**src/sv/nlp_pkg.sv**
```systemverilog
// ----------------------------------------------------------------------------
// nlp_pkg
// Shared types and constants for the numeric literal parser: stream widths,
// base codes, digit limits, character class record, counter and queue sizing.
// ----------------------------------------------------------------------------
package nlp_pkg;

  // widths of the stream payloads
  localparam int CHAR_W      = 8;
  localparam int VALUE_W     = 64;
  localparam int OUT_COUNT_W = 8;
  localparam int OUT_DATA_W  = VALUE_W + OUT_COUNT_W;

  // internal consumed-character counter, saturating at its all-ones value
  localparam int COUNT_WIDTH = 8;

  // classification queue between front and back
  localparam int Q_DEPTH = 2;
  localparam int Q_PTR_W = (Q_DEPTH > 1) ? $clog2(Q_DEPTH) : 1;
  localparam int Q_CNT_W = $clog2(Q_DEPTH + 1);

  // base codes, shared by the base_select register and the active base
  localparam logic [1:0] BASE_AUTO = 2'd0;
  localparam logic [1:0] BASE_OCT  = 2'd1;
  localparam logic [1:0] BASE_DEC  = 2'd2;
  localparam logic [1:0] BASE_HEX  = 2'd3;

  // largest decimal and octal digits
  localparam logic [3:0] MAX_DEC_DIGIT = 4'd9;
  localparam logic [3:0] MAX_OCT_DIGIT = 4'd7;

  // character class of one request
  typedef struct packed {
    logic       blank;     // space or tab
    logic       plus;
    logic       minus;
    logic       is_x;      // 'x' or 'X'
    logic       dec;       // '0' to '9'
    logic       hex_alpha; // 'A'-'F' or 'a'-'f'
    logic [3:0] dval;      // digit value when dec or hex_alpha
  } char_class_t;

endpackage

```
**src/sv/nlp_front.sv**
```systemverilog
// ----------------------------------------------------------------------------
// nlp_front
// Input side: takes character requests and classifies each one into a
// compact record that the parse engine consumes from the queue.
// ----------------------------------------------------------------------------
module nlp_front (
  input  logic                       in_tvalid,
  output logic                       in_tready,
  input  logic [nlp_pkg::CHAR_W-1:0] in_tdata,   // [7:0] char_code
  output logic                       push_valid,
  input  logic                       push_ready,
  output nlp_pkg::char_class_t       push_item
);
  import nlp_pkg::*;

  localparam logic [CHAR_W-1:0] CH_0     = 8'h30;
  localparam logic [CHAR_W-1:0] CH_UP_A  = 8'h41;
  localparam logic [CHAR_W-1:0] CH_UP_F  = 8'h46;
  localparam logic [CHAR_W-1:0] CH_LO_A  = 8'h61;
  localparam logic [CHAR_W-1:0] CH_LO_F  = 8'h66;
  localparam logic [CHAR_W-1:0] CH_SPACE = 8'h20;
  localparam logic [CHAR_W-1:0] CH_TAB   = 8'h09;
  localparam logic [CHAR_W-1:0] CH_PLUS  = 8'h2b;
  localparam logic [CHAR_W-1:0] CH_MINUS = 8'h2d;
  localparam logic [CHAR_W-1:0] CH_LO_X  = 8'h78;
  localparam logic [CHAR_W-1:0] CH_UP_X  = 8'h58;

  logic              is_dec;
  logic              is_upper;
  logic              is_lower;
  logic [CHAR_W-1:0] off;

  // handshake passes straight to the queue
  assign push_valid = in_tvalid;
  assign in_tready  = push_ready;

  // character classes
  assign is_dec   = (in_tdata >= CH_0) && (in_tdata <= CH_0 + CHAR_W'(MAX_DEC_DIGIT));
  assign is_upper = (in_tdata >= CH_UP_A) && (in_tdata <= CH_UP_F);
  assign is_lower = (in_tdata >= CH_LO_A) && (in_tdata <= CH_LO_F);

  // digit value, letters map to ten and up
  always_comb begin
    if (is_upper) begin
      off = in_tdata - CH_UP_A + 8'd10;
    end else if (is_lower) begin
      off = in_tdata - CH_LO_A + 8'd10;
    end else begin
      off = in_tdata - CH_0;
    end
  end

  always_comb begin
    push_item.blank     = (in_tdata == CH_SPACE) || (in_tdata == CH_TAB);
    push_item.plus      = (in_tdata == CH_PLUS);
    push_item.minus     = (in_tdata == CH_MINUS);
    push_item.is_x      = (in_tdata == CH_LO_X) || (in_tdata == CH_UP_X);
    push_item.dec       = is_dec;
    push_item.hex_alpha = is_upper || is_lower;
    push_item.dval      = off[3:0];
  end

endmodule

```
**src/sv/nlp_queue.sv**
```systemverilog
// ----------------------------------------------------------------------------
// nlp_queue
// Short register queue of classified characters between the front and the
// parse engine, so either side can stall on its own.
// ----------------------------------------------------------------------------
module nlp_queue (
  input  logic                 clk,
  input  logic                 rst_n,
  input  logic                 push_valid,
  output logic                 push_ready,
  input  nlp_pkg::char_class_t push_item,
  output logic                 pop_valid,
  input  logic                 pop_ready,
  output nlp_pkg::char_class_t pop_item
);
  import nlp_pkg::*;

  char_class_t          entries_r [Q_DEPTH];
  logic [Q_PTR_W-1:0]   wr_ptr_r;
  logic [Q_PTR_W-1:0]   rd_ptr_r;
  logic [Q_CNT_W-1:0]   cnt_r;
  logic                 push;
  logic                 pop;

  assign push_ready = (cnt_r != Q_CNT_W'(Q_DEPTH));
  assign pop_valid  = (cnt_r != '0);
  assign pop_item   = entries_r[rd_ptr_r];
  assign push       = push_valid && push_ready;
  assign pop        = pop_valid && pop_ready;

  // pointers and fill count
  always_ff @(posedge clk) begin
    if (!rst_n) begin
      wr_ptr_r <= '0;
      rd_ptr_r <= '0;
      cnt_r    <= '0;
    end else begin
      if (push) begin
        wr_ptr_r <= (wr_ptr_r == Q_PTR_W'(Q_DEPTH - 1)) ? '0 : wr_ptr_r + 1'b1;
      end
      if (pop) begin
        rd_ptr_r <= (rd_ptr_r == Q_PTR_W'(Q_DEPTH - 1)) ? '0 : rd_ptr_r + 1'b1;
      end
      if (push && !pop) begin
        cnt_r <= cnt_r + 1'b1;
      end else if (pop && !push) begin
        cnt_r <= cnt_r - 1'b1;
      end
    end
  end

  // entry storage
  always_ff @(posedge clk) begin
    if (push) begin
      entries_r[wr_ptr_r] <= push_item;
    end
  end

endmodule

```
**src/sv/nlp_back.sv**
```systemverilog
// ----------------------------------------------------------------------------
// nlp_back
// Parse engine: walks the literal grammar one classified character per
// cycle unless stalled, accumulates digits, registers the finished result.
// ----------------------------------------------------------------------------
module nlp_back (
  input  logic                           clk,
  input  logic                           rst_n,
  input  logic                           item_valid,
  output logic                           item_ready,
  input  nlp_pkg::char_class_t           item,
  input  logic [1:0]                     base_select,
  output logic                           out_tvalid,
  input  logic                           out_tready,
  output logic [nlp_pkg::OUT_DATA_W-1:0] out_tdata
);
  import nlp_pkg::*;

  typedef enum logic [1:0] {
    PH_LEAD,
    PH_POST_SIGN,
    PH_AFTER_ZERO,
    PH_DIGITS
  } phase_t;

  localparam logic [COUNT_WIDTH-1:0] CNT_MAX = '1;

  phase_t                 phase_r, phase_nxt;
  logic                   neg_r, neg_nxt;
  logic [1:0]             base_r, base_nxt;
  logic [VALUE_W-1:0]     acc_r, acc_nxt;
  logic [COUNT_WIDTH-1:0] cnt_r, cnt_nxt;
  logic                   out_valid_r;
  logic [OUT_DATA_W-1:0]  out_data_r;

  logic                   fire;
  logic                   emit;
  logic                   do_eval;
  logic                   count_it;
  logic [1:0]             eval_base;
  logic                   digit_ok;
  logic                   is_zero;
  logic [VALUE_W-1:0]     scaled;
  logic [VALUE_W-1:0]     result_value;

  assign item_ready = !out_valid_r || out_tready;
  assign fire       = item_valid && item_ready;
  assign is_zero    = item.dec && (item.dval == 4'd0);
  assign out_tvalid = out_valid_r;
  assign out_tdata  = out_data_r;

  // grammar step
  always_comb begin
    phase_nxt = phase_r;
    neg_nxt   = neg_r;
    base_nxt  = base_r;
    acc_nxt   = acc_r;
    cnt_nxt   = cnt_r;
    emit      = 1'b0;
    do_eval   = 1'b0;
    count_it  = 1'b0;
    eval_base = base_r;
    digit_ok  = 1'b0;
    scaled    = acc_r;

    unique case (phase_r)
      PH_LEAD, PH_POST_SIGN: begin
        if (item.blank) begin
          count_it = 1'b1;
        end else if (phase_r == PH_LEAD && (item.plus || item.minus)) begin
          neg_nxt   = item.minus;
          count_it  = 1'b1;
          phase_nxt = PH_POST_SIGN;
        end else if (base_select != BASE_AUTO) begin
          do_eval   = 1'b1;
          eval_base = base_select;
        end else if (is_zero) begin
          count_it  = 1'b1;
          phase_nxt = PH_AFTER_ZERO;
        end else begin
          do_eval   = 1'b1;
          eval_base = BASE_DEC;
        end
      end
      PH_AFTER_ZERO: begin
        if (item.is_x) begin
          base_nxt  = BASE_HEX;
          count_it  = 1'b1;
          phase_nxt = PH_DIGITS;
        end else begin
          do_eval   = 1'b1;
          eval_base = BASE_OCT;
        end
      end
      PH_DIGITS: begin
        do_eval = 1'b1;
      end
    endcase

    // digit check and scale for the base in effect
    digit_ok = (item.dec && !(eval_base == BASE_OCT && item.dval > MAX_OCT_DIGIT)) ||
               (eval_base == BASE_HEX && item.hex_alpha);
    case (eval_base)
      BASE_OCT: scaled = acc_r << 3;
      BASE_HEX: scaled = acc_r << 4;
      default:  scaled = (acc_r << 3) + (acc_r << 1);
    endcase

    if (do_eval) begin
      if (digit_ok) begin
        acc_nxt   = scaled + VALUE_W'(item.dval);
        count_it  = 1'b1;
        base_nxt  = eval_base;
        phase_nxt = PH_DIGITS;
      end else begin
        emit = 1'b1;
      end
    end

    // saturating character count
    if (count_it && cnt_r != CNT_MAX) begin
      cnt_nxt = cnt_r + 1'b1;
    end

    // terminator starts a fresh parse
    if (emit) begin
      phase_nxt = PH_LEAD;
      neg_nxt   = 1'b0;
      base_nxt  = BASE_DEC;
      acc_nxt   = '0;
      cnt_nxt   = '0;
    end
  end

  assign result_value = neg_r ? (VALUE_W'(0) - acc_r) : acc_r;

  // parse state and output register
  always_ff @(posedge clk) begin
    if (!rst_n) begin
      phase_r     <= PH_LEAD;
      neg_r       <= 1'b0;
      base_r      <= BASE_DEC;
      acc_r       <= '0;
      cnt_r       <= '0;
      out_valid_r <= 1'b0;
    end else begin
      if (fire) begin
        phase_r <= phase_nxt;
        neg_r   <= neg_nxt;
        base_r  <= base_nxt;
        acc_r   <= acc_nxt;
        cnt_r   <= cnt_nxt;
      end
      if (fire && emit) begin
        out_valid_r <= 1'b1;
        out_data_r  <= {OUT_COUNT_W'(cnt_r), result_value};
      end else if (out_tready) begin
        out_valid_r <= 1'b0;
      end
    end
  end

endmodule

```
**src/sv/numeric_literal_parser.sv**
```systemverilog
// ----------------------------------------------------------------------------
// numeric_literal_parser
// Parses integer literals (optional sign, auto or forced base) from a
// character stream and emits each value with its consumed character count.
// ----------------------------------------------------------------------------
// Usage:
//   in_*   one character per request in in_tdata[7:0]
//   out_*  one result per terminating character: out_tdata[63:0] value,
//          out_tdata[71:64] consumed count; the terminator itself is dropped
//   cfg_*  base_select write: 0 auto, 1 octal, 2 decimal, 3 hex; write only
//          while no parse is in progress and the result has been taken
// Throughput: one character per cycle while the output is not stalled, set
//   by the parse step (shift-add accumulate of the 64-bit value).
// Result path: an accepted terminator is written into the queue; the parse
//   step pops it when the engine is not stalled and loads the output
//   register, which drives out_tvalid.
// Reset (rst_n low at a clock edge): parse state cleared, base_select back
//   to auto, queue and output register empty.
// Stall: a result held by out_tready low stops the parse engine; the
//   two-entry queue then fills and in_tready drops.
// ----------------------------------------------------------------------------
module numeric_literal_parser (
  input  logic                           clk,
  input  logic                           rst_n,
  input  logic                           in_tvalid,
  output logic                           in_tready,
  input  logic [nlp_pkg::CHAR_W-1:0]     in_tdata,    // [7:0] char_code
  output logic                           out_tvalid,
  input  logic                           out_tready,
  output logic [nlp_pkg::OUT_DATA_W-1:0] out_tdata,   // [63:0] value, [71:64] consumed_count
  input  logic                           cfg_wr_en,
  input  logic [1:0]                     cfg_wr_data  // base_select
);
  import nlp_pkg::*;

  logic [1:0]  base_sel_r;
  logic        push_valid;
  logic        push_ready;
  char_class_t push_item;
  logic        pop_valid;
  logic        pop_ready;
  char_class_t pop_item;

  // base select register
  always_ff @(posedge clk) begin
    if (!rst_n) begin
      base_sel_r <= BASE_AUTO;
    end else if (cfg_wr_en) begin
      base_sel_r <= cfg_wr_data;
    end
  end

  nlp_front u_front (
    .in_tvalid  (in_tvalid),
    .in_tready  (in_tready),
    .in_tdata   (in_tdata),
    .push_valid (push_valid),
    .push_ready (push_ready),
    .push_item  (push_item)
  );

  nlp_queue u_queue (
    .clk        (clk),
    .rst_n      (rst_n),
    .push_valid (push_valid),
    .push_ready (push_ready),
    .push_item  (push_item),
    .pop_valid  (pop_valid),
    .pop_ready  (pop_ready),
    .pop_item   (pop_item)
  );

  nlp_back u_back (
    .clk         (clk),
    .rst_n       (rst_n),
    .item_valid  (pop_valid),
    .item_ready  (pop_ready),
    .item        (pop_item),
    .base_select (base_sel_r),
    .out_tvalid  (out_tvalid),
    .out_tready  (out_tready),
    .out_tdata   (out_tdata)
  );

endmodule

```
**config.mk**
```make
export PLATFORM = sky130hd
export DESIGN_NAME = numeric_literal_parser
export DESIGN_NICKNAME = d
export VERILOG_FILES = /design/src/sv/nlp_pkg.sv /design/src/sv/nlp_front.sv /design/src/sv/nlp_queue.sv /design/src/sv/nlp_back.sv /design/src/sv/numeric_literal_parser.sv
export SDC_FILE = /design/constraint.sdc
export NUM_CORES = 1
export LEC_CHECK = 0
export BUFFER_PORTS_ARGS = -buffer_cell sky130_fd_sc_hd__buf_2
export CELL_PAD_IN_SITES_DETAIL_PLACEMENT = 1
export CELL_PAD_IN_SITES_GLOBAL_PLACEMENT = 2
export CORE_MARGIN = 3
export CORE_UTILIZATION = 41
export DETAILED_ROUTE_END_ITERATION = 12
export GPL_TIMING_DRIVEN = 0
export PLACE_DENSITY_LB_ADDON = 0.08
export SETUP_SLACK_MARGIN = 0.02
export SYNTH_ARGS = -nofsm -noshare
export SYNTH_HDL_FRONTEND = slang
export SYNTH_SLANG_ARGS = --single-unit
```
**constraint.sdc**
```tcl
create_clock -name clk -period 17.9 [get_ports clk]
set_input_delay 0.895 -clock clk [delete_from_list [all_inputs] [get_ports clk]]
set_output_delay 0.895 -clock clk [all_outputs]
set_load 0.01 [all_outputs]
```
==> run_results.csv, run 1 <==
group,metric,value,unit
worst_hold_path,min_from,"u_back.cnt_r[6]",
setup_path,end_kind,"flip-flop",
detailed_routing,wl_per_cell,25.7,µm
detailed_routing,wl,63.5,mm
clocking,post_cts.repair.setup_buffers,0,
global_routing,grt_usage,32.1,%
clocking,root_buffer,"clkbuf_16",
global_routing,grt_pass1_vias,15404,
cells_and_area,layout_common_cells,"nand2_1, nor2_1, a21oi_1",
timing,finalClockSkew,18.9,ps
floorplanning,rows,69,
cells_and_area,layout-drive-gt1-share,8.41,%
cells_and_area,final_common_cell,"nand2_1",
global_routing,grt_first_pass_wirelength,95.5,mm
setup_path,r2r-end,"u_back.acc_r[63]",
timing,fin_crit_sh,57.6,%
floorplanning,start_util,41.8,%
floorplanning,die_x,197,µm
synth,seq_area_frac_synth,29.9,%
timing,rsz0062_at_grt,"false",
setup_path,critPathMaxStageDelay,680,ps
detailed_routing,num_vias,15584,
floorplanning,core_area,0.0357,mm²
placement,port_buffers,87,
job,maxCapViolCount,0,
clocking,hold_buffers,0,
synth,synth.cell_area,0.0149,mm²
setup_path,start_kind,"flip-flop",
placement,dp_slack,7870,ps
floorplanning,die_y,197,µm
clocking,cts_max_level,4,
timing,min_period,10310,ps
setup_path,cp.arrival,10710,ps
detailed_routing,ant_nets,0,
placement,place_congestion,0.933,
setup_path,cpMostUsedCell,"clkbuf_1",
status,outcome,"complete, no violations",
pwr,power_density,110,mW/mm²
worst_hold_path,hold_path_class,"reg2reg",
clocking,worstSkewPairLatency,470,ps
timing,slew_viol_final,0,
cells_and_area,antennaDiodeCount,0,
synth,async_flop_share,0,%
synth,synth_nets,1976,
detailed_routing,dr.pass1.iters,5,
timing,setup_ws,7590,ps
setup_path,required,18300,ps
setup_path,worstSetupPathType,"reg2reg",
clocking,cts_buffers,17,
timing,tightestPinTransition,1260,ps
synth,ys_types,88,
setup_path,critical_path.top_delay_family,"buffers and inverters",
synth,synth_seq_cells,177,
pwr,p_leak,0.00627,µW
clocking,clk_pin_slew,70,ps
global_routing,overflow,0,
setup_path,reg2reg_slack,7590,ps
detailed_routing,drtIter0Drc,1238,
setup_path,cp_num_buf_inv,11,
synth,synth_warnings,0,
synth,synth_edf_count,92,
floorplanning,io_pins,89,
timing,tns,0,ps
pwr,ir_worst_vdd,103,µV
global_routing,grt_start_max_net_pins,29,
clocking,clock_path_buffers,2,
setup_path,worst_path_max_delay_cell,"clkbuf_1",
timing,final_hold_viol_count,0,
floorplanning,die_area,0.0388,mm²
cells_and_area,fin_util,46.4,%
clocking,cts_resized,0,
timing,fmax,96.9,MHz
clocking,cts_tree,"built",
synth,postSynthAreaPerCell,7.91,µm²
cells_and_area,area_delta_synth_final,11.0,%
synth,syn_inst,1889,
detailed_routing,viasPerCell,6.31,
placement,dpl_cell_area,0.0160,mm²
setup_path,crit_path_max_fanout,10,
placement,dp_hpwl,50.4,mm
worst_hold_path,worstHoldPathCells,0,
cells_and_area,stdcell_area,0.0166,mm²
clocking,clock_sinks,177,
setup_path,reg2reg_depth,25,
detailed_routing,drc,0,
worst_hold_path,hold_path_end,"u_back.out_tdata[70]",
synth,synth_ff_type,"edfxtp_1",
cells_and_area,nNetsFinal,2084,
timing,max-slew-margin-rel,15.5,%
global_routing,antenna_found_initial,0,
timing,setup_violations,0,
==> final cells by class <==
class                   count  area, µm²
flip-flops and latches    177       4460
multi-input cells        1555       9870
clock buffers              19        433
clock inverters            13        146
well taps                 461        577
plain buffers             117        465
fillers                  4474      19200
repair buffers             89        475
inverters                  40        150
==> cell usage after synthesis (37+ instances only) <==
cell / number / area, µm²
xor2_1: 37 / 324
xnor2_1: 111 / 972
nor2_1: 180 / 676
nand2_1: 262 / 983
ha_1: 70 / 876
clkbuf_1: 92 / 345
a21oi_1: 138 / 691
inv_1: 40 / 150
o21ai_0: 111 / 556
nand4_1: 42 / 263
edfxtp_1: 92 / 2760
nand3_1: 53 / 265
nor3_1: 45 / 225
dfxtp_1: 85 / 1700
==> cell families after synthesis <==
kind of cell | after synthesis | synth area share (%)
compound gates | 531 | 23.5
buf+inv | 157 | 4.12
flops | 177 | 29.9
mux | 41 | 2.93
xor+xnor | 148 | 8.68
simple gates | 763 | 24.8
fa+ha+maj | 72 | 6.13
==> worst max path at each step <==
stage | to | slack (ps) | cells past startpoint
5_1_grt | u_back.acc_r[63] | 7390 | 25
2_1_floorplan | u_back.out_tdata[0] | 11270 | 13
3_3_place_gp | u_back.out_tdata[32] | 7860 | 13
6_report | u_back.acc_r[63] | 7590 | 25
3_5_place_dp | u_back.acc_r[59] | 7870 | 25
4_1_cts | u_back.acc_r[60] | 7830 | 26
==> registers in the layout, indices dropped and copies added (netlist names), named ones only <==
| signal | count |
|---|---|
| u_queue.entries_r | 20 |
| u_back.acc_r | 64 |
| u_back.cnt_r | 8 |
| u_back.neg_r | 1 |
| u_back.out_tvalid | 1 |
| u_back.out_tdata | 72 |
| u_queue.cnt_r | 2 |
| u_back.base_r | 2 |
| base_sel_r | 2 |
| u_queue.rd_ptr_r | 1 |
| u_queue.wr_ptr_r | 1 |
==> worst register-to-register path, stage by stage (launching register included) <==
cell	delay, ps
dfxtp_1	390
buf_6	200
mux2i_4	340
o311ai_4	210
mux2_2	390
and2_4	180
buf_6	160
clkbuf_1	640
clkbuf_1	680
buf_1	620
clkbuf_1	430
clkbuf_1	680
buf_1	640
buf_1	650
nand2_1	210
fa_1	460
inv_1	70
a21oi_1	90
a21oi_1	590
nand3_1	240
nor4_2	540
nand4_1	530
or3_1	490
buf_2	180
or4_1	530
nand3_1	110
==> power breakdown <==
part	total, µW	internal (µW)	switching (µW)
Combinational	918	272	647
Sequential	517	479	38.0
Clock	387	198	189
Total	1820	949	874
==> per-layer routing <==
metal | vias up | global-route usage, % | wire [µm] | share of wire [%]
met2 | 545 | 53.3 | 29500 | 47
met5 | - | 0 | 0 | 0
met4 | 0 | 9.82 | 1870 | 2.9
li1 | 7215 | - | - | -
met1 | 7733 | 44.2 | 28200 | 44
met3 | 91 | 3.61 | 3900 | 6.1
==> metrics by stage <==
step | hold WS (ps) | cells | power (µW)
after CTS | 493 | 2471 | 1800
final | 500 | 2471 | 1820
after global routing | 517 | 2471 | 1910
after global placement | 459 | 2437 | 1390
after detailed placement | 473 | 2439 | 1420
after floorplan | 431 | 1889 | 1090
Power figures use the tool's default switching activity.
==> run 2: changes to the inputs <==
Settings changed: CORE_UTILIZATION 41 to 38.
Clock period 17.9 ns to 10.7 ns, I/O delays scaled along.
==> run_results.csv, run 2 (same netlist as run 1, synthesis figures left out) <==
group,metric,value,unit
status,outcome,"complete, no violations",
clocking,post_cts.repair.setup_buffers,0,
setup_path,cpMostUsedCell,"buf_1",
pwr,power_density,186,mW/mm²
setup_path,worstSetupPathType,"reg2reg",
setup_path,cp_num_buf_inv,10,
setup_path,reg2reg_slack,510,ps
clocking,cts_buffers,17,
timing,finalClockSkew,20.9,ps
placement,port_buffers,87,
clocking,clock_sinks,177,
setup_path,critical_path.top_delay_family,"buffers and inverters",
placement,dp_slack,539,ps
timing,tightestPinTransition,1260,ps
detailed_routing,wl_per_cell,25.7,µm
setup_path,start_kind,"flip-flop",
global_routing,met1_usage,43.2,%
setup_path,path_cells,"nor3b_1 > o311ai_4 > mux2_2 > and2_4 > buf_6 > clkbuf_1 > clkbuf_2 > buf_1 > clkbuf_1 > clkdlybuf4s15_1 > buf_1 > buf_1 > nand2_1 > fa_1 > inv_1 > a21oi_1 > a21oi_1 > nand3_1 > nor4_2 > nand4_1 > or3_1 > buf_2 > o311a_1 > a221o_1",
floorplanning,die_y,204,µm
timing,slew_viol_final,0,
pwr,ir_worst_vdd,129,µV
floorplanning,io_pins,89,
floorplanning,rows,71,
placement,place_congestion,0.923,
global_routing,grt_start_max_net_pins,28,
timing,fin_crit_sh,95.2,%
placement,post-place-cells,2489,
cells_and_area,layout_common_cells,"nand2_1, nor2_1, a21oi_1",
floorplanning,die_area,0.0417,mm²
timing,fmax,98.1,MHz
global_routing,antenna_found_initial,0,
timing,rsz0062_at_grt,"false",
timing,setup_violations,0,
setup_path,r2r-start,"u_queue.entries_r[1][7]",
detailed_routing,num_vias,15694,
worst_hold_path,hold_path_class,"in2reg",
setup_path,worst_path_max_delay_cell,"clkdlybuf4s15_1",
placement,dp_hpwl,50.9,mm
pwr,p_leak,0.00629,µW
floorplanning,core_area,0.0382,mm²
setup_path,critPathMaxStageDelay,740,ps
clocking,clk_pin_slew,70,ps
detailed_routing,drc,0,
global_routing,grt-busiest-layer,"met2",
global_routing,grt_pass1_vias,15544,
clocking,root_buffer,"clkbuf_16",
setup_path,end_kind,"flip-flop",
timing,max-slew-margin-rel,15.0,%
cells_and_area,final_common_cell,"nand2_1",
global_routing,grt_first_pass_wirelength,97.8,mm
setup_path,crit_path_max_fanout,10,
timing,tns,0,ps
clocking,clock_path_buffers,2,
cells_and_area,largest_register_ffs,72,
clocking,cts_tree,"built",
timing,final_hold_viol_count,0,
setup_path,reg2reg_depth,24,
detailed_routing,ant_nets,0,
cells_and_area,area_delta_synth_final,11.7,%
setup_path,r2r-end,"u_back.acc_r[59]",
setup_path,required,11040,ps
timing,setup_ws,510,ps
global_routing,grt.met3_usage,4.05,%
cells_and_area,final_cells,2521,
worst_hold_path,hold_path_end,"u_back.base_r[1]",
clocking,worstSkewPairLatency,470,ps
job,maxCapViolCount,0,
detailed_routing,dr.pass1.iters,5,
timing,min_period,10190,ps
global_routing,grt_usage,30.7,%
detailed_routing,drtIter0Drc,1276,
global_routing,grtUsageMet2,49.9,%
cells_and_area,nNetsFinal,2084,
detailed_routing,wl,64.7,mm
worst_hold_path,worstHoldPathCells,2,
cells_and_area,antennaDiodeCount,0,
setup_path,cp.arrival,10530,ps
floorplanning,start_util,39.1,%
cells_and_area,fin_util,43.7,%
clocking,cts_max_level,4,
cells_and_area,layout-drive-gt1-share,8.36,%
detailed_routing,viasPerCell,6.23,
floorplanning,die_x,204,µm
global_routing,overflow,0,
worst_hold_path,min_from,"rst_n",
## run 2: how the worst max path moves through the flow
| stage | end | slack (ps) | depth (start not counted) | startpoint |
|---|---|---|---|---|
| after CTS | u_back.acc_r[59] | 460 | 24 | u_queue.entries_r[1][7] |
| after global routing | u_back.acc_r[57] | 210 | 24 | u_queue.entries_r[1][7] |
| after floorplan | u_back.out_tdata[0] | 4070 | 13 | flip-flop |
| after global placement | u_back.out_tdata[32] | 520 | 13 | flip-flop |
| final | u_back.acc_r[59] | 510 | 24 | u_queue.entries_r[1][7] |
| after detailed placement | u_back.acc_r[59] | 540 | 25 | flip-flop |
## run 2: metrics by stage
| step | hold WS [ps] | area [µm²] | total power [µW] |
|---|---|---|---|
| after CTS | 294 | 16700 | 3070 |
| final | 309 | 16700 | 3100 |
| after global placement | 447 | 16000 | 2350 |
| after global routing | 326 | 16700 | 3240 |
| after detailed placement | 454 | 16100 | 2380 |
| after floorplan | 431 | 14900 | 1830 |
## run 2: report_power, final
part | total, µW | switching (µW) | internal [µW]
Sequential | 866 | 65.1 | 801
Clock | 689 | 304 | 385
Combinational | 1540 | 1090 | 456
## run 2: cell type report
type | count | area (µm²)
plain buffers | 117 | 473
clock buffers | 22 | 464
clock inverters | 10 | 149
fillers | 4755 | 21500
inverters | 40 | 150
multi-input cells | 1555 | 9860
flip-flops and latches | 177 | 4460
well taps | 511 | 639
repair buffers | 89 | 475
## run 2: repair_timing
action	in CTS	in global routing
hold buffers	0	0
setup endpoints to repair	0	3
gates resized for setup	0	4
## run 2: per-layer routing
layer | wire, µm | vias up
li1 | - | 7201
met1 | 29600 | 7863
met2 | 29500 | 550
met3 | 4100 | 80
met4 | 1500 | 0
met5 | 0 | -
## run 2: worst reg2reg max path: stages, from the launching register on
cell	delay [ps]
edfxtp_1	420
nor3b_1	530
o311ai_4	230
mux2_2	370
and2_4	170
buf_6	170
clkbuf_1	550
clkbuf_2	470
buf_1	640
clkbuf_1	490
clkdlybuf4s15_1	740
buf_1	660
buf_1	630
nand2_1	230
fa_1	480
inv_1	70
a21oi_1	80
a21oi_1	580
nand3_1	240
nor4_2	510
nand4_1	550
or3_1	510
buf_2	180
o311a_1	300
a221o_1	270
